## src/rtl/core/assert_macros.svh

```systemverilog
// Assertion macros shared by the compensation pipeline RTL.
`ifndef ASSERT_MACROS_SVH
`define ASSERT_MACROS_SVH

// Same-cycle implication, checked on every rising edge out of reset.
`define BPC_ASSERT_IMPL(name, clk, rstn, ante, cons) \
    name: assert property (@(posedge clk) disable iff (!(rstn)) (ante) |-> (cons)) \
        else $error("same-cycle check failed");

// Next-cycle implication, checked on every rising edge out of reset.
`define BPC_ASSERT_NEXT(name, clk, rstn, ante, cons) \
    name: assert property (@(posedge clk) disable iff (!(rstn)) (ante) |=> (cons)) \
        else $error("next-cycle check failed");

`endif

```

## src/rtl/core/bpc_pkg.sv

```systemverilog
// Types and constants shared by the barometric compensation pipeline.
`timescale 1ns / 1ps

package bpc_pkg;

    localparam int CAL_W  = 16;   // calibration word
    localparam int RAW_W  = 24;   // raw conversion
    localparam int IDX_W  = 3;    // register index
    localparam int DT_W   = 25;   // D2 - C5 * 2^8
    localparam int TEMP_W = 20;   // temperature, 0.01 degC
    localparam int T2_W   = 18;   // dT^2 / 2^31
    localparam int OFF_W  = 40;   // offset, after second-order term
    localparam int SENS_W = 40;   // sensitivity, after second-order term
    localparam int OUT_W  = 32;   // result words

    localparam logic [IDX_W-1:0] IDX_PRESSURE_SENS   = 3'd0;
    localparam logic [IDX_W-1:0] IDX_PRESSURE_OFFSET = 3'd1;
    localparam logic [IDX_W-1:0] IDX_SENS_TEMPCO     = 3'd2;
    localparam logic [IDX_W-1:0] IDX_OFFSET_TEMPCO   = 3'd3;
    localparam logic [IDX_W-1:0] IDX_REF_TEMP        = 3'd4;
    localparam logic [IDX_W-1:0] IDX_TEMP_SENS       = 3'd5;

    localparam logic signed [TEMP_W-1:0] TEMP_REF = 20'sd2000;
    localparam logic signed [TEMP_W-1:0] TEMP_LOW = -20'sd1500;

    typedef struct packed {
        logic [CAL_W-1:0] pressure_sens;
        logic [CAL_W-1:0] pressure_offset;
        logic [CAL_W-1:0] sens_tempco;
        logic [CAL_W-1:0] offset_tempco;
        logic [CAL_W-1:0] ref_temp;
        logic [CAL_W-1:0] temp_sens;
    } cal_t;

    // First-order terms
    typedef struct packed {
        logic [RAW_W-1:0]         d1;
        logic signed [TEMP_W-1:0] temp;
        logic signed [OFF_W-1:0]  off;
        logic signed [SENS_W-1:0] sens;
        logic [T2_W-1:0]          t2;
    } first_t;

    // Fully compensated terms
    typedef struct packed {
        logic [RAW_W-1:0]         d1;
        logic signed [TEMP_W-1:0] temp;
        logic signed [OFF_W-1:0]  off;
        logic signed [SENS_W-1:0] sens;
    } comp_t;

endpackage

```

## src/rtl/core/bpc_corr.sv

```systemverilog
// Second-order stages: cold and very-cold corrections to temp, offset and sensitivity.
`timescale 1ns / 1ps

module bpc_corr (
    input  logic            aclk,
    input  logic            aresetn,
    input  logic            in_valid,
    output logic            in_ready,
    input  bpc_pkg::first_t in_data,
    output logic            out_valid,
    input  logic            out_ready,
    output bpc_pkg::comp_t  out_data
);
    import bpc_pkg::*;

    localparam int STAGES = 3;
    localparam int SQ_W   = 35;          // (TEMP - ref)^2 while below the ref
    localparam int C2_W   = SQ_W + 3;    // weighted squares and their sums

    logic [STAGES-1:0] vld_reg;
    logic [STAGES-1:0] vld_next;
    logic [STAGES-1:0] adv;

    logic signed [TEMP_W-1:0]   dlo, dvl;
    logic signed [2*TEMP_W-1:0] sq_lo_full, sq_vl_full;

    first_t             d_data_reg;
    logic [SQ_W-1:0]    d_sq_lo_reg, d_sq_vl_reg;
    logic               d_lt_ref_reg, d_lt_low_reg;

    logic [C2_W-1:0]    sq_lo_x, sq_vl_x, five_lo, seven_vl, eleven_vl;
    first_t             e_data_reg;
    logic [C2_W-1:0]    e_off2_reg, e_off2_next;
    logic [C2_W-1:0]    e_sens2_reg, e_sens2_next;
    logic [T2_W-1:0]    e_t2_reg, e_t2_next;

    comp_t              f_data_reg, f_data_next;

    always_comb begin
        adv[STAGES-1] = !vld_reg[STAGES-1] || out_ready;
        for (int k = STAGES - 2; k >= 0; k--) begin
            adv[k] = !vld_reg[k] || adv[k+1];
        end
        vld_next[0] = adv[0] ? in_valid : vld_reg[0];
        for (int k = 1; k < STAGES; k++) begin
            vld_next[k] = adv[k] ? vld_reg[k-1] : vld_reg[k];
        end
    end

    always_ff @(posedge aclk) begin
        if (!aresetn) begin
            vld_reg <= '0;
        end else begin
            vld_reg <= vld_next;
        end
    end

    assign in_ready  = adv[0];
    assign out_valid = vld_reg[STAGES-1];
    assign out_data  = f_data_reg;

    always_comb begin
        dlo        = in_data.temp - TEMP_REF;
        dvl        = in_data.temp - TEMP_LOW;
        sq_lo_full = dlo * dlo;
        sq_vl_full = dvl * dvl;
    end

    // Weight the squares by shift-add; drop them when not cold
    always_comb begin
        sq_lo_x   = C2_W'(d_sq_lo_reg);
        sq_vl_x   = C2_W'(d_sq_vl_reg);
        five_lo   = (sq_lo_x << 2) + sq_lo_x;
        seven_vl  = (sq_vl_x << 3) - sq_vl_x;
        eleven_vl = (sq_vl_x << 3) + (sq_vl_x << 1) + sq_vl_x;
        e_off2_next  = '0;
        e_sens2_next = '0;
        e_t2_next    = '0;
        if (d_lt_ref_reg) begin
            e_off2_next  = (five_lo >> 1) + (d_lt_low_reg ? seven_vl : '0);
            e_sens2_next = (five_lo >> 2) + (d_lt_low_reg ? (eleven_vl >> 1) : '0);
            e_t2_next    = d_data_reg.t2;
        end
    end

    always_comb begin
        f_data_next.d1   = e_data_reg.d1;
        f_data_next.temp = e_data_reg.temp - {{(TEMP_W - T2_W){1'b0}}, e_t2_reg};
        f_data_next.off  = e_data_reg.off - {{(OFF_W - C2_W){1'b0}}, e_off2_reg};
        f_data_next.sens = e_data_reg.sens - {{(SENS_W - C2_W){1'b0}}, e_sens2_reg};
    end

    always_ff @(posedge aclk) begin
        if (adv[0]) begin
            d_data_reg   <= in_data;
            d_sq_lo_reg  <= sq_lo_full[SQ_W-1:0];
            d_sq_vl_reg  <= sq_vl_full[SQ_W-1:0];
            d_lt_ref_reg <= in_data.temp < TEMP_REF;
            d_lt_low_reg <= in_data.temp < TEMP_LOW;
        end
        if (adv[1]) begin
            e_data_reg  <= d_data_reg;
            e_off2_reg  <= e_off2_next;
            e_sens2_reg <= e_sens2_next;
            e_t2_reg    <= e_t2_next;
        end
        if (adv[2]) begin
            f_data_reg <= f_data_next;
        end
    end

endmodule

```

## config.mk

```make
export PLATFORM = sky130hd
export DESIGN_NAME = bpc_corr
export DESIGN_NICKNAME = d
export VERILOG_FILES = /design/src/rtl/core/assert_macros.svh /design/src/rtl/core/bpc_pkg.sv /design/src/rtl/core/bpc_corr.sv
export SDC_FILE = /design/constraint.sdc
export NUM_CORES = 2
export LEC_CHECK = 0
export BUFFER_PORTS_ARGS = -buffer_cell sky130_fd_sc_hd__buf_4
export CAP_MARGIN = 20
export CELL_PAD_IN_SITES_DETAIL_PLACEMENT = 1
export CELL_PAD_IN_SITES_GLOBAL_PLACEMENT = 2
export CORE_MARGIN = 1
export CORE_UTILIZATION = 42
export DETAILED_ROUTE_END_ITERATION = 8
export PLACE_DENSITY = 0.81
export REMOVE_ABC_BUFFERS = 1
export SETUP_SLACK_MARGIN = 0.15
export SLEW_MARGIN = 20
export SYNTH_ARGS = -nofsm -noshare
export SYNTH_HDL_FRONTEND = slang
export SYNTH_SLANG_ARGS = --single-unit
export TNS_END_PERCENT = 1
```

## constraint.sdc

```tcl
create_clock -name aclk -period 10.2 [get_ports aclk]
set_input_delay 0.51 -clock aclk [delete_from_list [all_inputs] [get_ports aclk]]
set_output_delay 0.51 -clock aclk [all_outputs]
set_load 0.02 [all_outputs]
```

==> impl_metrics.yaml <==
setup_path:
  reg2reg_setup_slack_ns: 3.75
  path_delay_family: "adder cells"
  r2r-end: "e_off2_reg[37]"
  cpMostUsedCell: "inv_1"
  slowest_stage: "xor2_1"
  slowest_delay_ns: 0.69
  rr_worst_depth: 23
  worstPathArrival_ns: 9.56
  crit_required_ns: 10.60
  r2r-start: "d_data_reg[98]"
  path_class: "primary input to register"
  cp-start-kind: "primary input"
  path_max_fanout: 20
  crit_buf_inv: 10
  crit_path_end_kind: "register"
hold_path:
  hold_path_end: "d_data_reg[12]"
  hold_class: "primary input to register"
  worstHoldStart: "in_data[12]"
  whs_path_depth: 1
yosys:
  syn_inst: 5282
  synth_top_area_cell: "edfxtp_1"
  ys_seq_area_share_pct: 30.0
  synth_edf_count: 550
  netlist_area_um2: 55200
  netlist.area_leader.share_pct: 29.9
  syn_area_per_cell_um2: 10.5
  ys_warn_count: 0
  synthFlopType: "edfxtp_1"
  synth.distinct_cells: 87
  ys_async_sr_fraction_pct: 0
  ys_ff_latch: 553
  ys_top_cells_by_area: "edfxtp_1 (30%), fa_1 (26%), ha_1 (10%), inv_1 (7.6%), xnor2_1 (3.7%)"
floorplan:
  dieArea_um2: 133000
  die_w_um: 365
  start_util_pct: 42.5
  rows: 132
  core_um2: 130000
  die_h_um: 365
  ios: 272
clock_tree:
  clk_latency_ns: 0.64
  root_buffer: "clkbuf_16"
  cts.clk_slew.worst_paths_ns: 0.06
  cts_hold_buf: 1
  cts_tree: "done"
  post_cts_buffers: 0
  clk_path_buf_depth: 3
  post_cts_resize_count: 0
  htree_levels: 2
  cts.sinks: 553
  cts-buffers-inserted: 57
route:
  finalWirelength_mm: 149
  firstDrtPassIters: 5
  drc: 0
  ant_nets: 0
  via_per_inst: 5.10
  wire_per_inst_um: 20.2
  vias: 37654
  dr.first_iter.drc_count: 1914
sta:
  fmax_mhz: 109
  worst_slew_pin_slew_ns: 1.16
  final.period_utilization_pct: 89.8
  min_period_ns: 9.16
  max_slew_margin_pct: 22.4
  rsz0062_at_grt: "no"
  hold_viol_final: 0
  worst_slack_ns: 1.04
  final-max-slew-violation-count: 0
  skew_ns: 0.0317
  setup_viol: 0
  fin_tns_setup_ns: 0
finish:
  layout_commonest_cell: "inv_1"
  mostFrequentLayoutCells: "inv_1 (1111), fa_1 (722), edfxtp_1 (550)"
  final_cells: 7378
  layout.nets: 6916
  drive_gt1_share_pct: 8.59
  diodes: 0
  areaGrowthSynthToFinish_pct: 11.6
  largest_reg_flops: 142
  fillers: 14352
placed_design:
  dp_hpwl_mm: 124
  globalplace.congestion: 0.883
  io_buffers: 271
  post-place-cells: 7271
  place_ws_ns: 0.397
status:
  status: "finished, final reports clean"
grt:
  grt_pass1_vias: 42330
  grt_max_degree: 151
  track_usage_pct: 22.8
  grt_antenna_before_repair: 1
  grt_pass1_wl_mm: 235
  overflow: 0
job:
  drv_cap: 0
[synth_stat cells (30+ instances only)]
| cell | number |
|---|---|
| a211oi_1 | 30 |
| a21o_1 | 110 |
| a21oi_1 | 247 |
| and2_1 | 107 |
| and3_1 | 30 |
| clkbuf_1 | 70 |
| edfxtp_1 | 550 |
| fa_1 | 722 |
| ha_1 | 459 |
| inv_1 | 1113 |
| nand2_1 | 316 |
| nand2b_1 | 53 |
| nand3_1 | 54 |
| nor2_1 | 420 |
| nor2b_1 | 56 |
| nor3_1 | 79 |
| o21a_1 | 54 |
| o21ai_0 | 124 |
| o21bai_1 | 43 |
| xnor2_1 | 236 |
| xor2_1 | 115 |
[through the flow]
step                      cell area, um2  hold slack (ns)  utilization (%)
after detailed placement           59600            0.405             45.8
after CTS                          61600        0.0000253             47.4
after global placement             59600            0.401             45.8
after floorplan                    54900            0.400                -
final                              61600           0.0400             47.4
after global routing               61600           0.0160             47.4
[metal layers]
metal	vias to the layer above	routed length (um)	track usage [%]
met5	-	0	0
met4	0	3090	5.00
met3	155	4740	1.91
met1	19164	65900	29.5
met2	588	75300	41.3
li1	17747	-	-
[worst register-to-register path, delay by kind of cell (launching register included)]
family                   cells  cell delay (ns)
AO/OA/AOI/OAI               13             3.06
AND/OR/NAND/NOR              5             1.06
adder cells (fa/ha/maj)      3             0.95
flip-flops                   1             0.66
XOR/XNOR                     2             0.46
[cells by family (layout without fill, tap and decap cells)]
kind of cell	Yosys count	count (layout)	share of synthesized area [%]
mux	3	3	0.0544
fa+ha+maj	1181	1181	36.6
other cells	1	1	0.00679
compound gates	794	794	9.53
simple gates	1198	1198	10.0
xor+xnor	352	352	5.60
flops	553	553	30.0
buf+inv	1200	1554	8.16
[worst max-delay path by stage]
stage	start	end	slack, ns	cells after the start
final	in_data[102]	d_sq_lo_reg[33]	1.04	33
after global routing	in_data[102]	d_sq_lo_reg[33]	0.60	33
after CTS	in_data[102]	d_sq_lo_reg[34]	1.07	32
after floorplan	in_data[100]	d_sq_vl_reg[33]	1.41	29
after detailed placement	in_data[102]	d_sq_lo_reg[34]	0.40	32
after global placement	in_data[102]	d_sq_lo_reg[34]	0.51	32
[cell type report]
| cell class | instances | area [um2] | share of cell area (%) |
|---|---|---|---|
| Sequential cell | 553 | 16600 | 26.9 |
| Multi-Input combinational cell | 3529 | 34100 | 55.5 |
| Clock buffer | 58 | 1430 | 2.32 |
| Clock inverter | 48 | 556 | 0.902 |
| Timing Repair Buffer | 329 | 2480 | 4.04 |
| Inverter | 1119 | 4210 | 6.83 |
| Tap cell | 1742 | 2180 | 3.54 |
Power is left out: the tool's default activity adds up to more than one toggle a clock period on the data nets, which glitch-free logic cannot reach.
