**src/rtl/core/assert_macros.svh**
```systemverilog
// Assertion macros shared by the compensation pipeline RTL.
`ifndef ASSERT_MACROS_SVH
`define ASSERT_MACROS_SVH

// Same-cycle implication, checked on every rising edge out of reset.
`define BPC_ASSERT_IMPL(name, clk, rstn, ante, cons) \
    name: assert property (@(posedge clk) disable iff (!(rstn)) (ante) |-> (cons)) \
        else $error("same-cycle check failed");

// Next-cycle implication, checked on every rising edge out of reset.
`define BPC_ASSERT_NEXT(name, clk, rstn, ante, cons) \
    name: assert property (@(posedge clk) disable iff (!(rstn)) (ante) |=> (cons)) \
        else $error("next-cycle check failed");

`endif

```
**src/rtl/core/bpc_pkg.sv**
```systemverilog
// Types and constants shared by the barometric compensation pipeline.
`timescale 1ns / 1ps

package bpc_pkg;

    localparam int CAL_W  = 16;   // calibration word
    localparam int RAW_W  = 24;   // raw conversion
    localparam int IDX_W  = 3;    // register index
    localparam int DT_W   = 25;   // D2 - C5 * 2^8
    localparam int TEMP_W = 20;   // temperature, 0.01 degC
    localparam int T2_W   = 18;   // dT^2 / 2^31
    localparam int OFF_W  = 40;   // offset, after second-order term
    localparam int SENS_W = 40;   // sensitivity, after second-order term
    localparam int OUT_W  = 32;   // result words

    localparam logic [IDX_W-1:0] IDX_PRESSURE_SENS   = 3'd0;
    localparam logic [IDX_W-1:0] IDX_PRESSURE_OFFSET = 3'd1;
    localparam logic [IDX_W-1:0] IDX_SENS_TEMPCO     = 3'd2;
    localparam logic [IDX_W-1:0] IDX_OFFSET_TEMPCO   = 3'd3;
    localparam logic [IDX_W-1:0] IDX_REF_TEMP        = 3'd4;
    localparam logic [IDX_W-1:0] IDX_TEMP_SENS       = 3'd5;

    localparam logic signed [TEMP_W-1:0] TEMP_REF = 20'sd2000;
    localparam logic signed [TEMP_W-1:0] TEMP_LOW = -20'sd1500;

    typedef struct packed {
        logic [CAL_W-1:0] pressure_sens;
        logic [CAL_W-1:0] pressure_offset;
        logic [CAL_W-1:0] sens_tempco;
        logic [CAL_W-1:0] offset_tempco;
        logic [CAL_W-1:0] ref_temp;
        logic [CAL_W-1:0] temp_sens;
    } cal_t;

    // First-order terms
    typedef struct packed {
        logic [RAW_W-1:0]         d1;
        logic signed [TEMP_W-1:0] temp;
        logic signed [OFF_W-1:0]  off;
        logic signed [SENS_W-1:0] sens;
        logic [T2_W-1:0]          t2;
    } first_t;

    // Fully compensated terms
    typedef struct packed {
        logic [RAW_W-1:0]         d1;
        logic signed [TEMP_W-1:0] temp;
        logic signed [OFF_W-1:0]  off;
        logic signed [SENS_W-1:0] sens;
    } comp_t;

endpackage

```
**src/rtl/core/bpc_coef.sv**
```systemverilog
// First-order stages: dT, the three dT products and dT squared, first-order terms.
`timescale 1ns / 1ps

module bpc_coef (
    input  logic                      aclk,
    input  logic                      aresetn,
    input  bpc_pkg::cal_t             cal,
    input  logic                      in_valid,
    output logic                      in_ready,
    input  logic [bpc_pkg::RAW_W-1:0] in_d1,
    input  logic [bpc_pkg::RAW_W-1:0] in_d2,
    output logic                      out_valid,
    input  logic                      out_ready,
    output bpc_pkg::first_t           out_data
);
    import bpc_pkg::*;

    localparam int STAGES    = 3;
    localparam int MW        = DT_W + CAL_W + 1;
    localparam int SQ_W      = 2 * DT_W;
    localparam int SH_TEMP   = 23;
    localparam int SH_OFF    = 7;
    localparam int SH_SENS   = 8;
    localparam int SH_T2     = 31;
    localparam logic [MW-1:0] BIAS_TEMP = MW'((64'd1 << SH_TEMP) - 64'd1);
    localparam logic [MW-1:0] BIAS_OFF  = MW'((64'd1 << SH_OFF) - 64'd1);
    localparam logic [MW-1:0] BIAS_SENS = MW'((64'd1 << SH_SENS) - 64'd1);

    logic [STAGES-1:0] vld_reg;
    logic [STAGES-1:0] vld_next;
    logic [STAGES-1:0] adv;

    logic [RAW_W-1:0]        a_d1_reg;
    logic signed [DT_W-1:0]  a_dt_reg;
    logic signed [DT_W-1:0]  a_dt_next;

    logic [RAW_W-1:0]        b_d1_reg;
    logic signed [MW-1:0]    b_m6_reg, b_m6_next;
    logic signed [MW-1:0]    b_m4_reg, b_m4_next;
    logic signed [MW-1:0]    b_m3_reg, b_m3_next;
    logic [T2_W-1:0]         b_t2_reg;
    logic signed [SQ_W-1:0]  sq_full;

    first_t                  c_data_reg;
    first_t                  c_data_next;
    logic [MW-1:0]           m6_b, m4_b, m3_b;

    // Stage advances when empty or when the stage after it advances
    always_comb begin
        adv[STAGES-1] = !vld_reg[STAGES-1] || out_ready;
        for (int k = STAGES - 2; k >= 0; k--) begin
            adv[k] = !vld_reg[k] || adv[k+1];
        end
        vld_next[0] = adv[0] ? in_valid : vld_reg[0];
        for (int k = 1; k < STAGES; k++) begin
            vld_next[k] = adv[k] ? vld_reg[k-1] : vld_reg[k];
        end
    end

    always_ff @(posedge aclk) begin
        if (!aresetn) begin
            vld_reg <= '0;
        end else begin
            vld_reg <= vld_next;
        end
    end

    assign in_ready  = adv[0];
    assign out_valid = vld_reg[STAGES-1];
    assign out_data  = c_data_reg;

    assign a_dt_next = $signed({1'b0, in_d2}) - $signed({1'b0, cal.ref_temp, 8'h00});

    always_comb begin
        b_m6_next = a_dt_reg * $signed({1'b0, cal.temp_sens});
        b_m4_next = a_dt_reg * $signed({1'b0, cal.offset_tempco});
        b_m3_next = a_dt_reg * $signed({1'b0, cal.sens_tempco});
        sq_full   = a_dt_reg * a_dt_reg;
    end

    // Divide by powers of two toward zero: bias negatives, then shift
    always_comb begin
        m6_b = b_m6_reg + (b_m6_reg[MW-1] ? BIAS_TEMP : '0);
        m4_b = b_m4_reg + (b_m4_reg[MW-1] ? BIAS_OFF : '0);
        m3_b = b_m3_reg + (b_m3_reg[MW-1] ? BIAS_SENS : '0);
        c_data_next.d1   = b_d1_reg;
        c_data_next.temp = TEMP_REF
            + {{(TEMP_W - MW + SH_TEMP){m6_b[MW-1]}}, m6_b[MW-1:SH_TEMP]};
        c_data_next.off  = {{(OFF_W - CAL_W - 16){1'b0}}, cal.pressure_offset, 16'h0000}
            + {{(OFF_W - MW + SH_OFF){m4_b[MW-1]}}, m4_b[MW-1:SH_OFF]};
        c_data_next.sens = {{(SENS_W - CAL_W - 15){1'b0}}, cal.pressure_sens, 15'h0000}
            + {{(SENS_W - MW + SH_SENS){m3_b[MW-1]}}, m3_b[MW-1:SH_SENS]};
        c_data_next.t2   = b_t2_reg;
    end

    always_ff @(posedge aclk) begin
        if (adv[0]) begin
            a_d1_reg <= in_d1;
            a_dt_reg <= a_dt_next;
        end
        if (adv[1]) begin
            b_d1_reg <= a_d1_reg;
            b_m6_reg <= b_m6_next;
            b_m4_reg <= b_m4_next;
            b_m3_reg <= b_m3_next;
            b_t2_reg <= sq_full[SH_T2+T2_W-1:SH_T2];
        end
        if (adv[2]) begin
            c_data_reg <= c_data_next;
        end
    end

endmodule

```
**config.mk**
```make
export PLATFORM = sky130hd
export DESIGN_NAME = bpc_coef
export DESIGN_NICKNAME = d
export VERILOG_FILES = /design/src/rtl/core/assert_macros.svh /design/src/rtl/core/bpc_pkg.sv /design/src/rtl/core/bpc_coef.sv
export SDC_FILE = /design/constraint.sdc
export NUM_CORES = 2
export LEC_CHECK = 0
export ABC_AREA = 0
export BUFFER_PORTS_ARGS = -buffer_cell sky130_fd_sc_hd__buf_2
export CAP_MARGIN = 5
export CORE_MARGIN = 10
export CORE_UTILIZATION = 45
export DETAILED_ROUTE_END_ITERATION = 16
export PLACE_DENSITY = 0.68
export SLEW_MARGIN = 20
export SYNTH_ARGS = -nofsm -noshare
export SYNTH_HDL_FRONTEND = slang
export SYNTH_SLANG_ARGS = --single-unit
```
**constraint.sdc**
```tcl
create_clock -name aclk -period 9.6 [get_ports aclk]
set_input_delay 1.44 -clock aclk [delete_from_list [all_inputs] [get_ports aclk]]
set_output_delay 1.44 -clock aclk [all_outputs]
set_load 0.03 [all_outputs]
```
==> flow_summary_export.csv <==
group,metric,value,unit
synthesis,synthAdderAreaFrac,54.2,%
synthesis,synth.distinct_cells,80,
routing,routed-via-count,53100,
placement,hpwl,154000,µm
sta,tightest_slew,1.07,ns
cts,clock_latency,0.64,ns
synthesis,syn_area,0.0780,mm²
routing,routedWlPerCell,18.3,µm
sta,finalHoldViolCount,0,
sta,rsz0062_at_grt,"no",
cells_and_area,postLayoutCoreUtil,48.4,%
sta,maxSlewViolCount,0,
cells_and_area,ff_latch_area,0.0106,mm²
sta,finalClockSkew,0.0396,ns
global_routing,grt_use_total,20.6,%
sta,min_period_over_period,85.0,%
cts,ctsHtreeMaxLevel,2,
routing,vias_per_cell,5.09,
floorplan,fp.dieArea,0.190,mm²
floorplan,io-pin-count,292,
cells_and_area,multi_input_area,0.0583,mm²
synthesis,synth_xor_area_share,3.08,%
synthesis,async_reset_ff_share,0,%
cells_and_area,final_cell_mix,"inv_1 (2100), fa_1 (1773), nand2_1 (1010), and2_1 (602), ha_1 (540)",
floorplan,die_w,436,µm
global_routing,grt_antenna_before_repair,15,
routing,routed_wl,191000,µm
cells_and_area,area_growth,6.76,%
cells_and_area,drive_above_1_share,5.86,%
synthesis,yosys_most_used_dff,"edfxtp_1",
cells_and_area,nFillCells,15900,
routing,ant_nets,0,
synthesis,synth_edf_count,350,
run_status,outcome,"finished clean",
synthesis,postSynthAreaPerCell,9.76,µm²
cts,root_buffer,"clkbuf_16",
synthesis,synth-simple-area-share,12.8,%
synthesis,yosysSeqAreaShare,13.5,%
cts,path_clk_slew,0.07,ns
floorplan,std_cell_rows,152,
synthesis,synth_compound_area_share,4.54,%
cts,cts_setup_buffers,0,
synthesis,synth_seq_cells,353,
floorplan,start_util,45.4,%
critical_path,cp-end-kind,"flop",
cts,cts_buffers,44,
sta,timing.fmax,123,MHz
routing,initialDrtViolationCount,2947,
cells_and_area,layout_commonest_cell,"inv_1",
global_routing,grt_pass1_wl,317000,µm
critical_path,startpoint_type,"flop",
hold_path,min_path_type,"reg2reg",
global_routing,grt_max_degree,91,
placement,gp_congestion,0.902,
sta,tns,0,ns
sta,fin_crit,8.16,ns
flow_run,maxCapViolations,0,
sta,relSlewSlack,28.9,%
floorplan,core_region_area,0.172,mm²
cells_and_area,num-nets-final,10500,
routing,drcViolationCount,0,
placement,portBuffers,291,
cts,cts_buffer_depth,3,
routing,drt-pass1-iter-count,8,
critical_path,path_class,"reg2reg",
cts,cts_tree,"done",
global_routing,grt-ovfl-total,0,
synthesis,syn_nets,10500,
critical_path,worstPathArrival,8.57,ns
cells_and_area,largest_reg_flops,133,
critical_path,rrSetupSlack,1.44,ns
cts,ctsHoldBuffers,0,
synthesis,synthCells,7990,
critical_path,crit_fanout,17,
floorplan,die_y,436,µm
global_routing,grt_pass1_vias,60200,
synthesis,ys_warn_count,0,
cts,cts.sinks,353,
cts,cts_resized,0,
sta,setup_viol,0,
synthesis,synthMuxAreaShare,0.0770,%
synthesis,synth_top_family_by_area,"adder cells",
critical_path,critPathRequiredTime,10.02,ns
==> routing by layer <==
metal,global-route usage [%],wire length [µm],up-vias
met4,7.31,7140,8
li1,-,-,23800
met2,37.1,98300,1581
met5,0,58,-
met3,3.02,10900,379
met1,25.1,74400,27300
==> per-stage QoR <==
step                      hold WS, ns  setup WS, ns  std cells  cell area [µm²]
final                           0.403          1.44      10400            83300
after floorplan                 0.400          2.14       7990            78000
after detailed placement        0.405          1.34      10300            81700
after global placement          0.401          1.48      10300            81700
after global routing            0.405          1.09      10400            83300
after CTS                       0.405          1.48      10400            83300
==> worst max-delay path, cell delays in order (launching register included) <==
cell       delay (ns)
edfxtp_1         0.88
and2_1           0.28
fa_1             0.59
fa_1             0.71
inv_1            0.24
fa_1             0.54
inv_1            0.05
fa_1             0.47
fa_1             0.57
fa_1             0.43
fa_1             0.45
ha_1             0.34
a21o_1           0.19
a21o_1           0.17
a21oi_1          0.37
o2111ai_1        0.34
nor3_2           0.41
o21a_1           0.24
o21ai_1          0.13
or4_1            0.42
o311ai_1         0.10
==> worst paths after layout <==
path,start,to,cells after the start
setup reg to reg,a_dt_reg[3]$_DFFE_PP_,b_t2_reg[16]$_DFFE_PP_,20
hold / removal,b_t2_reg[1]$_DFFE_PP_,out_data[1]$_DFFE_PP_,0
setup / recovery,a_dt_reg[3]$_DFFE_PP_,b_t2_reg[16]$_DFFE_PP_,20
hold reg to reg,b_t2_reg[1]$_DFFE_PP_,out_data[1]$_DFFE_PP_,0
==> synthesized netlist by cell type (13+ instances only) <==
cell type,count,area share [%]
a21o_1,75,0.72
o21ai_0,79,0.51
nand4_1,22,0.18
fa_1,1773,45
inv_1,2101,10
o21a_1,32,0.31
o31ai_1,15,0.14
nor2b_1,35,0.28
nor3_1,49,0.31
xor2_1,80,0.90
a21boi_0,13,0.13
a21oi_1,145,0.93
nand2b_1,28,0.22
and3_1,37,0.30
edfxtp_1,350,13
ha_1,540,8.7
a31oi_1,17,0.14
clkbuf_1,325,1.6
xnor2_1,194,2.2
o21bai_1,17,0.16
and2_1,602,4.8
a211oi_1,20,0.19
nand3_1,70,0.45
nor2_1,147,0.71
nand2_1,1011,4.9
o211ai_1,20,0.19
==> final cells by class <==
cell class	count	share of cell area (%)
tap	2310	3.47
inverter	2102	9.48
clock buffer	51	1.39
antenna	7	0.0210
clock inverter	27	0.433
multi-input combinational	5196	70.0
sequential	353	12.7
timing repair buffer	377	2.55
==> cell families after synthesis <==
group	after synthesis
xor gates and xnor gates	274
adders and majority gates	2314
AOI/OAI and AO/OA	532
muxes	6
DFF	353
buffers and inverters	2441
and+or+nand+nor	2070
Power is not shown: default switching activity piles up to over one toggle a cycle in this logic, so the estimate is an artifact.
