`src/rtl/core/assert_macros.svh`:
```
// Assertion macros shared by the compensation pipeline RTL.
`ifndef ASSERT_MACROS_SVH
`define ASSERT_MACROS_SVH

// Same-cycle implication, checked on every rising edge out of reset.
`define BPC_ASSERT_IMPL(name, clk, rstn, ante, cons) \
    name: assert property (@(posedge clk) disable iff (!(rstn)) (ante) |-> (cons)) \
        else $error("same-cycle check failed");

// Next-cycle implication, checked on every rising edge out of reset.
`define BPC_ASSERT_NEXT(name, clk, rstn, ante, cons) \
    name: assert property (@(posedge clk) disable iff (!(rstn)) (ante) |=> (cons)) \
        else $error("next-cycle check failed");

`endif

```
`src/rtl/core/bpc_pkg.sv`:
```
// Types and constants shared by the barometric compensation pipeline.
`timescale 1ns / 1ps

package bpc_pkg;

    localparam int CAL_W  = 16;   // calibration word
    localparam int RAW_W  = 24;   // raw conversion
    localparam int IDX_W  = 3;    // register index
    localparam int DT_W   = 25;   // D2 - C5 * 2^8
    localparam int TEMP_W = 20;   // temperature, 0.01 degC
    localparam int T2_W   = 18;   // dT^2 / 2^31
    localparam int OFF_W  = 40;   // offset, after second-order term
    localparam int SENS_W = 40;   // sensitivity, after second-order term
    localparam int OUT_W  = 32;   // result words

    localparam logic [IDX_W-1:0] IDX_PRESSURE_SENS   = 3'd0;
    localparam logic [IDX_W-1:0] IDX_PRESSURE_OFFSET = 3'd1;
    localparam logic [IDX_W-1:0] IDX_SENS_TEMPCO     = 3'd2;
    localparam logic [IDX_W-1:0] IDX_OFFSET_TEMPCO   = 3'd3;
    localparam logic [IDX_W-1:0] IDX_REF_TEMP        = 3'd4;
    localparam logic [IDX_W-1:0] IDX_TEMP_SENS       = 3'd5;

    localparam logic signed [TEMP_W-1:0] TEMP_REF = 20'sd2000;
    localparam logic signed [TEMP_W-1:0] TEMP_LOW = -20'sd1500;

    typedef struct packed {
        logic [CAL_W-1:0] pressure_sens;
        logic [CAL_W-1:0] pressure_offset;
        logic [CAL_W-1:0] sens_tempco;
        logic [CAL_W-1:0] offset_tempco;
        logic [CAL_W-1:0] ref_temp;
        logic [CAL_W-1:0] temp_sens;
    } cal_t;

    // First-order terms
    typedef struct packed {
        logic [RAW_W-1:0]         d1;
        logic signed [TEMP_W-1:0] temp;
        logic signed [OFF_W-1:0]  off;
        logic signed [SENS_W-1:0] sens;
        logic [T2_W-1:0]          t2;
    } first_t;

    // Fully compensated terms
    typedef struct packed {
        logic [RAW_W-1:0]         d1;
        logic signed [TEMP_W-1:0] temp;
        logic signed [OFF_W-1:0]  off;
        logic signed [SENS_W-1:0] sens;
    } comp_t;

endpackage

```
`src/rtl/core/bpc_pres.sv`:
```
// Pressure stages: split D1 * SENS product, sum the partials, scale, subtract offset, scale into the output register.
`timescale 1ns / 1ps

module bpc_pres (
    input  logic                             aclk,
    input  logic                             aresetn,
    input  logic                             in_valid,
    output logic                             in_ready,
    input  bpc_pkg::comp_t                   in_data,
    output logic                             out_valid,
    input  logic                             out_ready,
    output logic signed [bpc_pkg::OUT_W-1:0] out_temp,
    output logic signed [bpc_pkg::OUT_W-1:0] out_pressure
);
    import bpc_pkg::*;

    localparam int STAGES = 5;
    localparam int LO_W   = 20;                  // low slice of SENS
    localparam int HI_W   = SENS_W - LO_W;       // signed high slice
    localparam int PL_W   = RAW_W + LO_W;
    localparam int PH_W   = RAW_W + HI_W + 1;
    localparam int PROD_W = 64;
    localparam int SH_P1  = 21;
    localparam int Q_W    = PROD_W - SH_P1;
    localparam int DIFF_W = Q_W + 1;
    localparam int SH_P2  = 15;
    localparam logic [PROD_W-1:0] BIAS_P1 = PROD_W'((64'd1 << SH_P1) - 64'd1);
    localparam logic [DIFF_W-1:0] BIAS_P2 = DIFF_W'((64'd1 << SH_P2) - 64'd1);

    logic [STAGES-1:0] vld_reg;
    logic [STAGES-1:0] vld_next;
    logic [STAGES-1:0] adv;

    logic [PL_W-1:0]          g_pl_reg, g_pl_next;
    logic signed [PH_W-1:0]   g_ph_reg, g_ph_next;
    logic signed [TEMP_W-1:0] g_temp_reg;
    logic signed [OFF_W-1:0]  g_off_reg;

    logic [PROD_W-1:0]        h_prod_reg, h_prod_next;
    logic signed [TEMP_W-1:0] h_temp_reg;
    logic signed [OFF_W-1:0]  h_off_reg;

    logic [PROD_W-1:0]        prod_b;
    logic [Q_W-1:0]           i_q_reg;
    logic signed [TEMP_W-1:0] i_temp_reg;
    logic signed [OFF_W-1:0]  i_off_reg;

    logic [DIFF_W-1:0]        j_diff_reg, j_diff_next;
    logic signed [TEMP_W-1:0] j_temp_reg;

    logic [DIFF_W-1:0]        diff_b;
    logic signed [OUT_W-1:0]  k_temp_reg, k_temp_next;
    logic signed [OUT_W-1:0]  k_pres_reg, k_pres_next;

    always_comb begin
        adv[STAGES-1] = !vld_reg[STAGES-1] || out_ready;
        for (int k = STAGES - 2; k >= 0; k--) begin
            adv[k] = !vld_reg[k] || adv[k+1];
        end
        vld_next[0] = adv[0] ? in_valid : vld_reg[0];
        for (int k = 1; k < STAGES; k++) begin
            vld_next[k] = adv[k] ? vld_reg[k-1] : vld_reg[k];
        end
    end

    always_ff @(posedge aclk) begin
        if (!aresetn) begin
            vld_reg <= '0;
        end else begin
            vld_reg <= vld_next;
        end
    end

    assign in_ready     = adv[0];
    assign out_valid    = vld_reg[STAGES-1];
    assign out_temp     = k_temp_reg;
    assign out_pressure = k_pres_reg;

    always_comb begin
        g_pl_next = PL_W'(in_data.d1) * PL_W'(in_data.sens[LO_W-1:0]);
        g_ph_next = $signed({1'b0, in_data.d1}) * $signed(in_data.sens[SENS_W-1:LO_W]);
    end

    // |D1 * SENS| < 2^63, so the high partial product fits PROD_W - LO_W bits
    assign h_prod_next = {g_ph_reg[PROD_W-LO_W-1:0], {LO_W{1'b0}}}
                       + {{(PROD_W - PL_W){1'b0}}, g_pl_reg};

    assign prod_b = h_prod_reg + (h_prod_reg[PROD_W-1] ? BIAS_P1 : '0);

    assign j_diff_next = {i_q_reg[Q_W-1], i_q_reg}
                       - {{(DIFF_W - OFF_W){i_off_reg[OFF_W-1]}}, i_off_reg};

    // Both results stay well inside 32 bits: sign-extend, no clamp is applied
    always_comb begin
        diff_b      = j_diff_reg + (j_diff_reg[DIFF_W-1] ? BIAS_P2 : '0);
        k_pres_next = {{(OUT_W - DIFF_W + SH_P2){diff_b[DIFF_W-1]}},
                       diff_b[DIFF_W-1:SH_P2]};
        k_temp_next = {{(OUT_W - TEMP_W){j_temp_reg[TEMP_W-1]}}, j_temp_reg};
    end

    always_ff @(posedge aclk) begin
        if (adv[0]) begin
            g_pl_reg   <= g_pl_next;
            g_ph_reg   <= g_ph_next;
            g_temp_reg <= in_data.temp;
            g_off_reg  <= in_data.off;
        end
        if (adv[1]) begin
            h_prod_reg <= h_prod_next;
            h_temp_reg <= g_temp_reg;
            h_off_reg  <= g_off_reg;
        end
        if (adv[2]) begin
            i_q_reg    <= prod_b[PROD_W-1:SH_P1];
            i_temp_reg <= h_temp_reg;
            i_off_reg  <= h_off_reg;
        end
        if (adv[3]) begin
            j_diff_reg <= j_diff_next;
            j_temp_reg <= i_temp_reg;
        end
        if (adv[4]) begin
            k_temp_reg <= k_temp_next;
            k_pres_reg <= k_pres_next;
        end
    end

endmodule

```
`config.mk`:
```
export PLATFORM = sky130hd
export DESIGN_NAME = bpc_pres
export DESIGN_NICKNAME = d
export VERILOG_FILES = /design/src/rtl/core/assert_macros.svh /design/src/rtl/core/bpc_pkg.sv /design/src/rtl/core/bpc_pres.sv
export SDC_FILE = /design/constraint.sdc
export NUM_CORES = 2
export LEC_CHECK = 0
export BUFFER_PORTS_ARGS = -buffer_cell sky130_fd_sc_hd__buf_2
export CELL_PAD_IN_SITES_DETAIL_PLACEMENT = 0
export CELL_PAD_IN_SITES_GLOBAL_PLACEMENT = 1
export CORE_AREA = 2 2 256 447
export CTS_BUF_LIST = sky130_fd_sc_hd__clkbuf_8
export CTS_CLUSTER_DIAMETER = 150
export DETAILED_ROUTE_END_ITERATION = 7
export DIE_AREA = 0 0 258 449
export GPL_ROUTABILITY_DRIVEN = 0
export PLACE_DENSITY_LB_ADDON = 0.1
export SYNTH_ARGS = -nofsm -noshare
export SYNTH_HDL_FRONTEND = slang
export SYNTH_SLANG_ARGS = --single-unit
```
`constraint.sdc`:
```
create_clock -name aclk -period 7.55 [get_ports aclk]
set_input_delay 1.51 -clock aclk [delete_from_list [all_inputs] [get_ports aclk]]
set_output_delay 1.51 -clock aclk [all_outputs]
set_load 0.01 [all_outputs]
```
==> results_dict.tcl <==
set metrics [dict create \
    yosysTopAreaCell "fa_1" \
    synthAdderAreaFrac_pct 39.6 \
    status "finished, final reports clean" \
    syn-cell-area_um2 53400 \
    hpwl_mm 115 \
    synthFlopType "edfxtp_1" \
    yosys.area_share.simple_pct 13.5 \
    rsz0062_at_grt "yes" \
    cp-end-kind "register" \
    start_util_pct 47.5 \
    stdcell_area_um2 61100 \
    drv_cap 0 \
    slew_headroom_pct 25.7 \
    slowest_delay_ps 630 \
    synth_nets 6454 \
    drv_slew 0 \
    num-fill-cells 10200 \
    root_buffer "clkbuf_8" \
    synth_xor_area_share_pct 3.76 \
    cp_top_family "adder cells" \
    avgSynthCellArea_um2 10.4 \
    die-area_um2 116000 \
    largest_reg_flops 64 \
    cp_num_buf_inv 9 \
    synthCells 5109 \
    crit_arrival_ps 7930 \
    synth_top_cell_area_share_pct 29.5 \
    fp-row-count 163 \
    io_pins 194 \
    finClkSkew_ps 31.2 \
    clkSlewWorstSetupHoldPaths_ps 60 \
    worstPathMaxFanout 14 \
    io_buffers 193 \
    clockBufferDepth 3 \
    synth_seq_cells 493 \
    ant_nets 0 \
    first_pass_iters 7 \
    fin_crit_ps 7510 \
    tightestPinTransition_ps 1110 \
    crit_type "in2reg" \
    synth-seq-area-share_pct 27.7 \
    grtUsageTotal_pct 24.0 \
    nets 6992 \
    place_area_um2 59400 \
    synth-async-reset-ratio_pct 0 \
    synth_top_family_by_area "adder cells" \
    grt_pass1_vias 40500 \
    drcViolationCount 0 \
    synth-edff-count 488 \
    min_period_over_period_pct 99.5 \
    startpoint_type "input pin" \
    htreeDepth 3 \
    stdcell_count 7184 \
    cp.required_ps 7970 \
    synthMuxAreaShare_pct 0.0188 \
    dieHeight_um 449 \
    core_um2 112000 \
    vias_per_cell 5.11 \
    cts_inserted_buffers 69 \
    cpMaxStageDelayCell "fa_1" \
    hold_viol_final 0 \
    timing.critical_path.mode_cell "fa_1" \
    setup_ws_ps 39.5 \
    vias 36700 \
    wirelength_mm 136 \
    areaGrowthSynthToFinish_pct 14.4 \
    yosysWarnings 0 \
    dp_slack_ps -890 \
    grt_pass1_wl_mm 215 \
    worstSkewPairLatency_ps 680 \
    synthTopCellsByArea "fa_1 30%, edfxtp_1 27%, ha_1 10%" \
    layout-drive-gt1-share_pct 15.3 \
    ys_types 85 \
    die_w_um 258 \
    overflow 0 \
    antenna_found_initial 3 \
    cts_tree "done" \
    min-delay-path-class "reg2reg" \
    place_inst 7058 \
    grt_max_degree 79 \
    drt_iter0_markers 1615 \
    wl_per_cell_um 19.0 \
    synth-compound-area-share_pct 6.99 \
    finalSetupViolCount 0 \
    clkSinkCount 493 \
    max_clock_freq_ghz 0.133 \
]
[cell families after synthesis]
group,after synthesis
flops,493
xor+xnor,229
buf+inv,1175
mux,1
fa+ha+maj,1217
compound gates,562
simple gates,1432
[synth_stat cells (all sizes together), types with 25 or more instances]
library cell,count
ha,430
o21ai,97
inv,941
and2,479
o21a,25
nor3,38
clkbuf,213
nand2,614
xnor2,151
a21o,79
nand3,59
nor2,84
nor2b,28
a211oi,29
fa,787
edfxtp,488
and3,41
nand4,30
xor2,78
o211ai,34
nand2b,26
a21oi,162
[placed cells by master (no fill, tap or decap), types with 33 or more instances in the layout]
master    instances
inv_1           955
fa_1            781
nand2_1         610
edfxtp_1        488
buf_4           487
and2_1          473
ha_1            424
buf_2           170
a21oi_1         157
xnor2_1         151
o21ai_0          88
nor2_1           82
a21o_1           79
xor2_1           78
clkbuf_8         69
nand3_1          57
and3_1           40
nor3_1           36
o211ai_1         33
[worst register-to-register path, delay by kind of cell (launching register included)]
| family | cells | cell delay [ps] |
|---|---|---|
| AO/OA/AOI/OAI | 4 | 790 |
| AND/OR/NAND/NOR | 3 | 1340 |
| XOR/XNOR | 1 | 80 |
| flip-flops | 1 | 690 |
| adder cells (fa/ha/maj) | 1 | 440 |
[final timing paths]
check | startpoint | endpoint | slack [ps] | cells past startpoint
max | in_data[105] | g_pl_reg[35] | 40 | 25
max reg2reg | j_diff_reg[43] | out_pressure[28] | 3940 | 9
min | h_off_reg[25] | i_off_reg[25] | 410 | 0
min reg2reg | h_off_reg[25] | i_off_reg[25] | 410 | 0
[per-stage QoR]
| step | TNS, ps | utilization [%] | hold WS, ps |
|---|---|---|---|
| global placement | -28050 | 52.8 | 400 |
| detailed placement | -29780 | 52.8 | 405 |
| CTS | 0 | 54.1 | 399 |
| finish | 0 | 54.3 | 408 |
| global route | -62.0 | 54.3 | 413 |
| floorplan | -58.3 | - | 400 |
[timing repair]
action / in CTS / in global routing
pin swaps: 1 / 29
setup buffers: 0 / 3
hold buffers: 0 / 0
endpoints found under the setup margin: 18 / 26
resized for setup: 10 / 74
[area by class of cell]
class	instances	area (µm²)	share of cell area, %
inverters	941	3530	5.79
flip-flops and latches	493	14800	24.2
well taps	1485	1860	3.04
diodes	1	2.50	0.00410
clock buffers	69	950	1.56
clock inverters	53	385	0.631
multi-input cells	3441	34400	56.3
repair buffers	701	5180	8.49
[per-layer routing]
metal / up-vias / GRT usage (%) / share of wire, %
li1: 17300 / - / -
met1: 18400 / 25.7 / 37
met2: 739 / 47.1 / 56
met3: 243 / 2.29 / 3.1
met4: 4 / 10.4 / 4.5
met5: - / 0 / 0.015
Power is left out: the tool's default activity adds up to more than one toggle a clock period on the data nets, which glitch-free logic cannot reach.
