===== src/rtl/core/assert_macros.svh =====
// Assertion macros shared by the compensation pipeline RTL.
`ifndef ASSERT_MACROS_SVH
`define ASSERT_MACROS_SVH

// Same-cycle implication, checked on every rising edge out of reset.
`define BPC_ASSERT_IMPL(name, clk, rstn, ante, cons) \
    name: assert property (@(posedge clk) disable iff (!(rstn)) (ante) |-> (cons)) \
        else $error("same-cycle check failed");

// Next-cycle implication, checked on every rising edge out of reset.
`define BPC_ASSERT_NEXT(name, clk, rstn, ante, cons) \
    name: assert property (@(posedge clk) disable iff (!(rstn)) (ante) |=> (cons)) \
        else $error("next-cycle check failed");

`endif


===== src/rtl/core/bpc_pkg.sv =====
// Types and constants shared by the barometric compensation pipeline.
`timescale 1ns / 1ps

package bpc_pkg;

    localparam int CAL_W  = 16;   // calibration word
    localparam int RAW_W  = 24;   // raw conversion
    localparam int IDX_W  = 3;    // register index
    localparam int DT_W   = 25;   // D2 - C5 * 2^8
    localparam int TEMP_W = 20;   // temperature, 0.01 degC
    localparam int T2_W   = 18;   // dT^2 / 2^31
    localparam int OFF_W  = 40;   // offset, after second-order term
    localparam int SENS_W = 40;   // sensitivity, after second-order term
    localparam int OUT_W  = 32;   // result words

    localparam logic [IDX_W-1:0] IDX_PRESSURE_SENS   = 3'd0;
    localparam logic [IDX_W-1:0] IDX_PRESSURE_OFFSET = 3'd1;
    localparam logic [IDX_W-1:0] IDX_SENS_TEMPCO     = 3'd2;
    localparam logic [IDX_W-1:0] IDX_OFFSET_TEMPCO   = 3'd3;
    localparam logic [IDX_W-1:0] IDX_REF_TEMP        = 3'd4;
    localparam logic [IDX_W-1:0] IDX_TEMP_SENS       = 3'd5;

    localparam logic signed [TEMP_W-1:0] TEMP_REF = 20'sd2000;
    localparam logic signed [TEMP_W-1:0] TEMP_LOW = -20'sd1500;

    typedef struct packed {
        logic [CAL_W-1:0] pressure_sens;
        logic [CAL_W-1:0] pressure_offset;
        logic [CAL_W-1:0] sens_tempco;
        logic [CAL_W-1:0] offset_tempco;
        logic [CAL_W-1:0] ref_temp;
        logic [CAL_W-1:0] temp_sens;
    } cal_t;

    // First-order terms
    typedef struct packed {
        logic [RAW_W-1:0]         d1;
        logic signed [TEMP_W-1:0] temp;
        logic signed [OFF_W-1:0]  off;
        logic signed [SENS_W-1:0] sens;
        logic [T2_W-1:0]          t2;
    } first_t;

    // Fully compensated terms
    typedef struct packed {
        logic [RAW_W-1:0]         d1;
        logic signed [TEMP_W-1:0] temp;
        logic signed [OFF_W-1:0]  off;
        logic signed [SENS_W-1:0] sens;
    } comp_t;

endpackage


===== src/rtl/core/bpc_cfg.sv =====
// Calibration register file with a plain write port.
`timescale 1ns / 1ps

module bpc_cfg (
    input  logic                      aclk,
    input  logic                      aresetn,
    input  logic                      cfg_wr_en,
    input  logic [bpc_pkg::IDX_W-1:0] cfg_index,
    input  logic [bpc_pkg::CAL_W-1:0] cfg_wdata,
    output bpc_pkg::cal_t             cal
);
    import bpc_pkg::*;

    cal_t cal_reg;
    cal_t cal_next;

    always_comb begin
        cal_next = cal_reg;
        if (cfg_wr_en) begin
            case (cfg_index)
                IDX_PRESSURE_SENS:   cal_next.pressure_sens   = cfg_wdata;
                IDX_PRESSURE_OFFSET: cal_next.pressure_offset = cfg_wdata;
                IDX_SENS_TEMPCO:     cal_next.sens_tempco     = cfg_wdata;
                IDX_OFFSET_TEMPCO:   cal_next.offset_tempco   = cfg_wdata;
                IDX_REF_TEMP:        cal_next.ref_temp        = cfg_wdata;
                IDX_TEMP_SENS:       cal_next.temp_sens       = cfg_wdata;
                default:             cal_next = cal_reg;
            endcase
        end
    end

    always_ff @(posedge aclk) begin
        if (!aresetn) begin
            cal_reg <= '0;
        end else begin
            cal_reg <= cal_next;
        end
    end

    assign cal = cal_reg;

endmodule


===== config.mk =====
export PLATFORM = sky130hd
export DESIGN_NAME = bpc_cfg
export DESIGN_NICKNAME = d
export VERILOG_FILES = /design/src/rtl/core/assert_macros.svh /design/src/rtl/core/bpc_pkg.sv /design/src/rtl/core/bpc_cfg.sv
export SDC_FILE = /design/constraint.sdc
export NUM_CORES = 1
export LEC_CHECK = 0
export BUFFER_PORTS_ARGS = -buffer_cell sky130_fd_sc_hd__buf_2
export CORE_MARGIN = 10
export CORE_UTILIZATION = 49
export DETAILED_ROUTE_END_ITERATION = 6
export HOLD_SLACK_MARGIN = 0.08
export MAX_ROUTING_LAYER = met4
export PLACE_DENSITY = 0.78
export SYNTH_ARGS = -nofsm -noshare
export SYNTH_HDL_FRONTEND = slang
export SYNTH_SLANG_ARGS = --single-unit

===== constraint.sdc =====
create_clock -name aclk -period 1.4 [get_ports aclk]
set_clock_uncertainty 0.1 [all_clocks]
set_input_delay 0 -clock aclk [delete_from_list [all_inputs] [get_ports aclk]]
set_output_delay 0 -clock aclk [all_outputs]
set_load 0.01 [all_outputs]

==> results of run 1 <==
==> through the flow <==
step	setup WS [ps]	hold slack, ps	utilization [%]	std cells
5_1_grt	44.1	139	67.3	569
3_5_place_dp	142	290	61.8	536
3_3_place_gp	168	285	61.8	536
4_1_cts	132	107	67.3	569
2_1_floorplan	250	143	-	334
6_report	133	117	67.3	569
==> power by group <==
part,switching [mW],internal [mW]
Clock,0.937,0.921
Sequential,0.0316,2.79
Combinational,0.240,0.189
==> worst paths after layout <==
kind	endpoint	slack, ps
setup / recovery	cal[46]	130
hold / removal	cal[83]	120
setup reg to reg	cal[24]	600
hold reg to reg	cal[57]	360
==> area by class of cell <==
type	count	area, um^2	area share [%]
clock inverter	5	53.8	1.16
multi-input combinational	214	1440	31.2
timing repair buffer	147	931	20.1
tap	96	120	2.60
sequential	96	1920	41.6
clock buffer	11	151	3.28
==> layer usage <==
metal | GRT usage (%) | vias to the layer above | part of all wire, %
met2 | 29.2 | 93 | 49
met3 | 4.96 | 12 | 6.0
met5 | - | - | 0
li1 | - | 1377 | -
met1 | 20.3 | 1393 | 44
met4 | 6.66 | 0 | 1.2
==> synthesized netlist by cell type, drive strengths merged <==
cell / count / share of area, %
dfxtp: 96 / 55
and4bb: 1 / 0.36
nand4b: 2 / 0.50
buf: 13 / 2.5
nand4bb: 2 / 0.64
clkbuf: 11 / 1.2
nand2: 112 / 12
mux2i: 96 / 27
or4b: 1 / 0.29
==> what timing repair did <==
action / CTS / global route
resized for setup: 0 / 0
buffers inserted: 0 / 0
hold buffers: 17 / 0
endpoints found under the hold margin: 96 / 0
==> tightest hold or removal path: stages <==
cell     delay (ps)
buf_2           120
or4b_1          150
buf_12          180
mux2i_1          80
==> cells by family (layout without fill, tap and decap cells) <==
family                 after synthesis  after routing  synth area share (%)
muxes                               96             96                  27.5
DFF                                 96             96                  55.0
buffers and inverters               24            163                  3.69
and+or+nand+nor                    118            118                  13.8
==> impl_metrics.ini, run 1 <==
[outcome]
status = finished clean

[worst_hold_path]
hp-class = input port to flop
hold_start = cfg_index[2]
whs_path_depth = 4

[detailed_routing]
first_pass_iters = 4
drt-initial-drc-count = 69
wl_per_cell_um = 17.0
finalWirelength_um = 9700
drt.antenna.violating_nets = 0
vias = 2875
drc = 0
vias_per_cell = 5.05

[sta]
tightest_slew_ps = 307
fin_setup_tns_ps = 0
setup-violations-final = 0
hold_viol_final = 0
relSlewSlack_pct = 79.5
rsz0062_at_grt = false
max_freq_mhz = 789
period_needed_ps = 1270
drv_slew = 0
period_share_pct = 90.5

[logic_synthesis]
synth_seq_cells = 96
syn_nets = 356
synth_cell_type_count = 13
synth.avg_cell_area_um2 = 10.5
syn_area_mm2 = 0.00349
syn_inst = 334
yosysWarnings = 0
yosysSeqAreaShare_pct = 55.0

[clock_tree]
cts_max_level = 3
clockRootBuffer = clkbuf_8
cts_tree = yes
cts.clk_slew.worst_paths_ps = 90
cts.sinks = 96
cts_buffers = 9
worstSkewPairLatency_ps = 350
cts_buffer_depth = 2

[grt]
grt_pass1_vias = 2946
grt_overflow = 0
antenna_found_initial = 0
grt_max_degree = 36
grt.total_usage_pct = 17.8
grt_pass1_wl_um = 15300

[critical_path]
critical-path-top-delay-family = buffers and inverters
worst-setup-path-type = input port to flop
cp.required_ps = 1580
cp.depth = 5
path_buf_inv = 3
start_kind = input port
cp_cell_sequence = dlygate4sd3_1, buf_4, buf_12, nand2_1, mux2i_1
r2r.worst_path.cells = 2
r2r_start = cal[24]
cpMaxStageDelayCell = dlygate4sd3_1
max_stage_delay_ps = 530
crit_fanout = 35
crit_start = aresetn
cp.arrival_ps = 1440
end_kind = flop

[final_layout]
final_nets = 490
largest_reg_flops = 96
fill_cells = 536
final_cell_mix = buf_2 (116), nand2_1 (112), mux2i_1 (96), dfxtp_1 (96), dlygate4sd3_1 (17)
fin_area_mm2 = 0.00462
areaGrowthSynthToFinish_pct = 32.3
n_antenna_cell = 0
final_common_cell = buf_2
drive_above_1_share_pct = 31.1

[placed_design]
placed_area_mm2 = 0.00425
hpwlAfterDp_um = 6740
gp_congestion = 0.783
portBuffers = 117

[floorplanning]
core_area_mm2 = 0.00687
start_util_pct = 50.9
die_height_um = 104
row_count = 30
io_pins = 118
fp.dieW_um = 104
die-area_mm2 = 0.0109

[flow_run]
maxCapViolCount = 0

[pwr]
p_total_mw = 5.11
p_leak_nw = 2.58
power_density_mw_per_mm2 = 1110
ir_drop_v = 0.000693
(Power assumes the default switching activity.)
==> inputs of run 2 (changes only) <==
--- a/config.mk
+++ b/config.mk
@@ -12,6 +12,7 @@
 export HOLD_SLACK_MARGIN = 0.08
 export MAX_ROUTING_LAYER = met4
 export PLACE_DENSITY = 0.78
+export REMOVE_ABC_BUFFERS = 1
 export SYNTH_ARGS = -nofsm -noshare
 export SYNTH_HDL_FRONTEND = slang
 export SYNTH_SLANG_ARGS = --single-unit
==> impl_metrics.ini, run 2 (same netlist as run 1, synthesis figures left out) <==
[final_layout]
drive_above_1_share_pct = 29.9
regArea_mm2 = 0.00192
fill_cells = 574
final_nets = 485
n_antenna_cell = 0
largest_reg_flops = 96
final_common_cell = buf_2
multiInputGateArea_mm2 = 0.00144
final_cell_mix = buf_2 (116), nand2_1 (112), mux2i_1 (96), dfxtp_1 (96), dlygate4sd3_1 (17)
areaGrowthSynthToFinish_pct = 30.0

[grt]
grt_max_degree = 57
grt_pass1_wl_um = 14400
grt.total_usage_pct = 16.6
antenna_found_initial = 0
grt_overflow = 0
grt_pass1_vias = 2820

[critical_path]
start_kind = input port
cp.arrival_ps = 1430
cp_cell_sequence = dlygate4sd3_1, buf_4, buf_12, nand2_1, mux2i_1
worst-setup-path-type = input port to flop
cpMaxStageDelayCell = dlygate4sd3_1
cp.required_ps = 1570
end_kind = flop
crit_fanout = 56
max_stage_delay_ps = 530

[sta]
fin_setup_tns_ps = 0
drv_slew = 0
period_share_pct = 89.8
relSlewSlack_pct = 77.9
period_needed_ps = 1260
hold_viol_final = 0
tightest_slew_ps = 332
setup-violations-final = 0
max_freq_mhz = 795
rsz0062_at_grt = false

[detailed_routing]
drc = 0
first_pass_iters = 4
vias = 2721
drt-initial-drc-count = 47
finalWirelength_um = 8950
wl_per_cell_um = 15.9
drt.antenna.violating_nets = 0
vias_per_cell = 4.82

[worst_hold_path]
hp-class = input port to flop

[floorplanning]
start_util_pct = 50.9
die_height_um = 104
row_count = 30
io_pins = 118
die-area_mm2 = 0.0109
fp.dieW_um = 104
core_area_mm2 = 0.00687

[pwr]
p_int_mw = 3.61
ir_drop_v = 0.000655
p_leak_nw = 2.52
p_total_mw = 4.78
pwr-share-clk_pct = 32.4
power_frac_comb_pct = 8.6
power_density_mw_per_mm2 = 1050
p_seq_share_pct = 59.0
switching_share_pct = 24.4
switchingPower_mw = 1.16

[clock_tree]
cts_resized = 0
clockRootBuffer = clkbuf_8
cts_buffers = 9
cts_setup_buffers = 0
worstSkewPairLatency_ps = 350
cts_max_level = 3
cts_tree = yes
cts_buffer_depth = 2
cts.clk_slew.worst_paths_ps = 90
cts.sinks = 96
holdBufCountCts = 17

[flow_run]
maxCapViolCount = 0

[placed_design]
gp_congestion = 0.740
hpwlAfterDp_um = 6220
portBuffers = 117

[outcome]
status = finished clean
run 2: cell types whose count changed in the layout (fill, tap and decap cells not counted), sizes merged:
| cell | previous run | this run |
|---|---|---|
| clkinvlp | 0 | 2 |
| bufinv | 1 | 0 |
| inv | 1 | 0 |
| buf | 130 | 125 |
run 2: worst max-delay path: cells and delay by family:
family,cells,cell delay [ps]
AND/OR/NAND/NOR,1,200
multiplexers,1,180
buffers and inverters,3,1020
run 2: worst paths after layout:
check,start,endpoint,slack (ps),depth (start not counted)
min reg2reg,cal[74],cal[74],360,2
max,aresetn,cal[29],140,5
min,cfg_index[1],cal[86],140,4
max reg2reg,cal[63],cal[63],680,2
run 2: cell type report:
type | instances | area share (%)
clock buffers | 11 | 2.89
repair buffers | 142 | 19.7
flip-flops and latches | 96 | 42.3
well taps | 96 | 2.64
clock inverters | 5 | 0.743
multi-input cells | 214 | 31.8
run 2: metrics by stage:
stage	worst slack (ps)	instances	hold slack (ps)	utilization, %	instance area, um^2
final	143	564	142	66.2	4540
after global routing	35.2	564	132	66.2	4540
after CTS	167	564	134	66.2	4540
after detailed placement	128	531	276	61.3	4210
after floorplan	82.8	310	46.9	-	3370
after global placement	162	531	269	61.3	4210
run 2: metal layers:
metal | global-route usage (%) | share of wire, % | wire [um]
met5 | - | 0 | 0
met4 | 5.07 | 0.94 | 84
met3 | 5.20 | 5.6 | 502
met2 | 26.5 | 48 | 4280
met1 | 19.5 | 46 | 4090
run 2: power by group through the flow:
| stage | combinational (mW) | clock [mW] | sequential [mW] |
|---|---|---|---|
| finish | 0.412 | 1.55 | 2.82 |
| global route | 0.449 | 1.69 | 2.83 |
| CTS | 0.417 | 1.59 | 2.82 |
| detailed placement | 0.380 | 0 | 2.88 |
| global placement | 0.369 | 0 | 2.88 |
| floorplan | 0.138 | 0 | 2.91 |
==> inputs of run 3 (changes only) <==
--- a/config.mk
+++ b/config.mk
@@ -6,12 +6,15 @@
 export NUM_CORES = 1
 export LEC_CHECK = 0
 export BUFFER_PORTS_ARGS = -buffer_cell sky130_fd_sc_hd__buf_2
+export CELL_PAD_IN_SITES_DETAIL_PLACEMENT = 1
+export CELL_PAD_IN_SITES_GLOBAL_PLACEMENT = 2
 export CORE_MARGIN = 10
-export CORE_UTILIZATION = 49
+export CORE_UTILIZATION = 30
+export CTS_BUF_LIST = sky130_fd_sc_hd__clkbuf_16
 export DETAILED_ROUTE_END_ITERATION = 6
 export HOLD_SLACK_MARGIN = 0.08
 export MAX_ROUTING_LAYER = met4
-export PLACE_DENSITY = 0.78
+export PLACE_DENSITY_LB_ADDON = 0.1
 export REMOVE_ABC_BUFFERS = 1
 export SYNTH_ARGS = -nofsm -noshare
 export SYNTH_HDL_FRONTEND = slang
==> impl_metrics.ini, run 3 (same netlist as run 1, synthesis figures left out) <==
[grt]
grt_pass1_wl_um = 16500
grt_pass1_vias = 2983
grt.total_usage_pct = 13.3
grt_overflow = 0
grt_max_degree = 58
antenna_found_initial = 0

[critical_path]
worst-setup-path-type = input port to flop
cp_cell_sequence = dlygate4sd3_1, buf_4, buf_12, nand2_1, mux2i_1
r2r_start = cal[67]
cp.arrival_ps = 1350
cp.required_ps = 1560
r2r.worst_path.cells = 2
crit_fanout = 57
rrSetupSlack_ps = 680
reg2reg_to = cal[67]
max_stage_delay_ps = 520
cpMaxStageDelayCell = dlygate4sd3_1
end_kind = flop
start_kind = input port

[pwr]
power_density_mw_per_mm2 = 1180
pwr-share-clk_pct = 41.4
p_seq_share_pct = 51.1
switchingPower_mw = 1.22
power_frac_comb_pct = 7.5
ir_drop_v = 0.000453
p_leak_nw = 2.58
p_int_mw = 4.31
switching_share_pct = 22.1

[clock_tree]
holdBufCountCts = 17
cts_max_level = 3
cts_resized = 0
cts.clk_slew.worst_paths_ps = 60
cts.sinks = 96
cts_tree = yes
cts_buffer_depth = 2
cts_buffers = 9
worstSkewPairLatency_ps = 340
clockRootBuffer = clkbuf_16
cts_setup_buffers = 0

[final_layout]
regArea_mm2 = 0.00192
drive_above_1_share_pct = 30.1
multiInputGateArea_mm2 = 0.00145
fin_area_mm2 = 0.00470
fill_cells = 1296
final_common_cell = buf_2
areaGrowthSynthToFinish_pct = 34.5
final_cell_mix = buf_2 (116), nand2_1 (112), mux2i_1 (96), dfxtp_1 (96), dlygate4sd3_1 (17)
n_antenna_cell = 0
final_util_pct = 41.2
largest_reg_flops = 96
final_nets = 488

[sta]
fin_setup_tns_ps = 0
hold_ws_ps = 147
hold_viol_final = 0
drv_slew = 0
relSlewSlack_pct = 74.4
period_share_pct = 85.1
tightest_slew_ps = 384
period_needed_ps = 1190
setup-violations-final = 0
max_freq_mhz = 840
rsz0062_at_grt = false

[worst_hold_path]
hold_start = cfg_index[2]
whs_path_depth = 4
hp-class = input port to flop
whs_endpoint = cal[28]

[flow_run]
maxCapViolCount = 0

[floorplanning]
die_height_um = 128
row_count = 39
die-area_mm2 = 0.0164
io_pins = 118
core_area_mm2 = 0.0114
fp.dieW_um = 128
start_util_pct = 30.6

[detailed_routing]
first_pass_iters = 4
drt-initial-drc-count = 126
finalWirelength_um = 10500
vias = 2789
drt.antenna.violating_nets = 0
drc = 0
vias_per_cell = 4.56
wl_per_cell_um = 17.2

[placed_design]
gp_congestion = 0.656
placed_area_mm2 = 0.00426
portBuffers = 117
hpwlAfterDp_um = 7230

[outcome]
status = finished clean
==> run 3: cell count changes in the layout (fill, tap and decap cells not counted) <==
cell / previous run / this run
buf_12: 6 / 3
nand4bb_1: 2 / 0
inv_1: 0 / 2
buf_4: 3 / 9
clkinv_4: 1 / 0
clkinv_2: 2 / 0
bufinv_16: 0 / 1
clkinvlp_4: 2 / 0
clkbuf_1: 2 / 0
clkbuf_8: 9 / 0
nand4bb_2: 0 / 2
clkbuf_16: 0 / 9
clkinv_1: 0 / 1
==> run 3: power groups by stage <==
stage	Clock [mW]	Combinational, mW	Sequential (mW)
2_1_floorplan	0	0.138	2.91
3_3_place_gp	0	0.385	2.88
3_5_place_dp	0	0.391	2.88
4_1_cts	2.39	0.428	2.82
5_1_grt	2.51	0.459	2.83
6_report	2.29	0.417	2.82
==> run 3: layout make-up <==
type,count,share of cell area [%]
clock buffers,9,4.79
clock inverters,4,0.879
multi-input cells,214,30.9
flip-flops and latches,96,40.9
well taps,143,3.81
repair buffers,145,18.7
==> run 3: per-layer routing <==
metal | global-route usage (%) | share of wire (%) | vias up
met1 | 15.8 | 46 | 1328
li1 | - | - | 1366
met5 | - | 0 | -
met4 | 5.56 | 1.6 | 0
met2 | 20.5 | 46 | 81
met3 | 4.01 | 6.5 | 14
==> run 3: how the worst max path moves through the flow <==
stage               to  slack (ps)    startpoint  cells after the start
2_1_floorplan  cal[80]          80  cfg_index[1]                      2
3_3_place_gp   cal[81]         140  cfg_index[1]                      4
3_5_place_dp   cal[80]         120  cfg_index[1]                      4
4_1_cts        cal[67]         240       aresetn                      5
5_1_grt        cal[67]         120       aresetn                      5
6_report       cal[67]         210       aresetn                      5
==> run 3: worst max-delay path: cells and delay by family <==
family | cells | cell delay [ps]
muxes | 1 | 200
and+or+nand+nor | 1 | 230
buffers and inverters | 3 | 890
==> run 3: stage by stage <==
| step | cells | total power [mW] | worst slack, ps |
|---|---|---|---|
| floorplan | 310 | 3.05 | 82.8 |
| global placement | 581 | 3.27 | 144 |
| detailed placement | 581 | 3.28 | 121 |
| CTS | 611 | 5.64 | 236 |
| global route | 611 | 5.80 | 125 |
| finish | 611 | 5.53 | 209 |
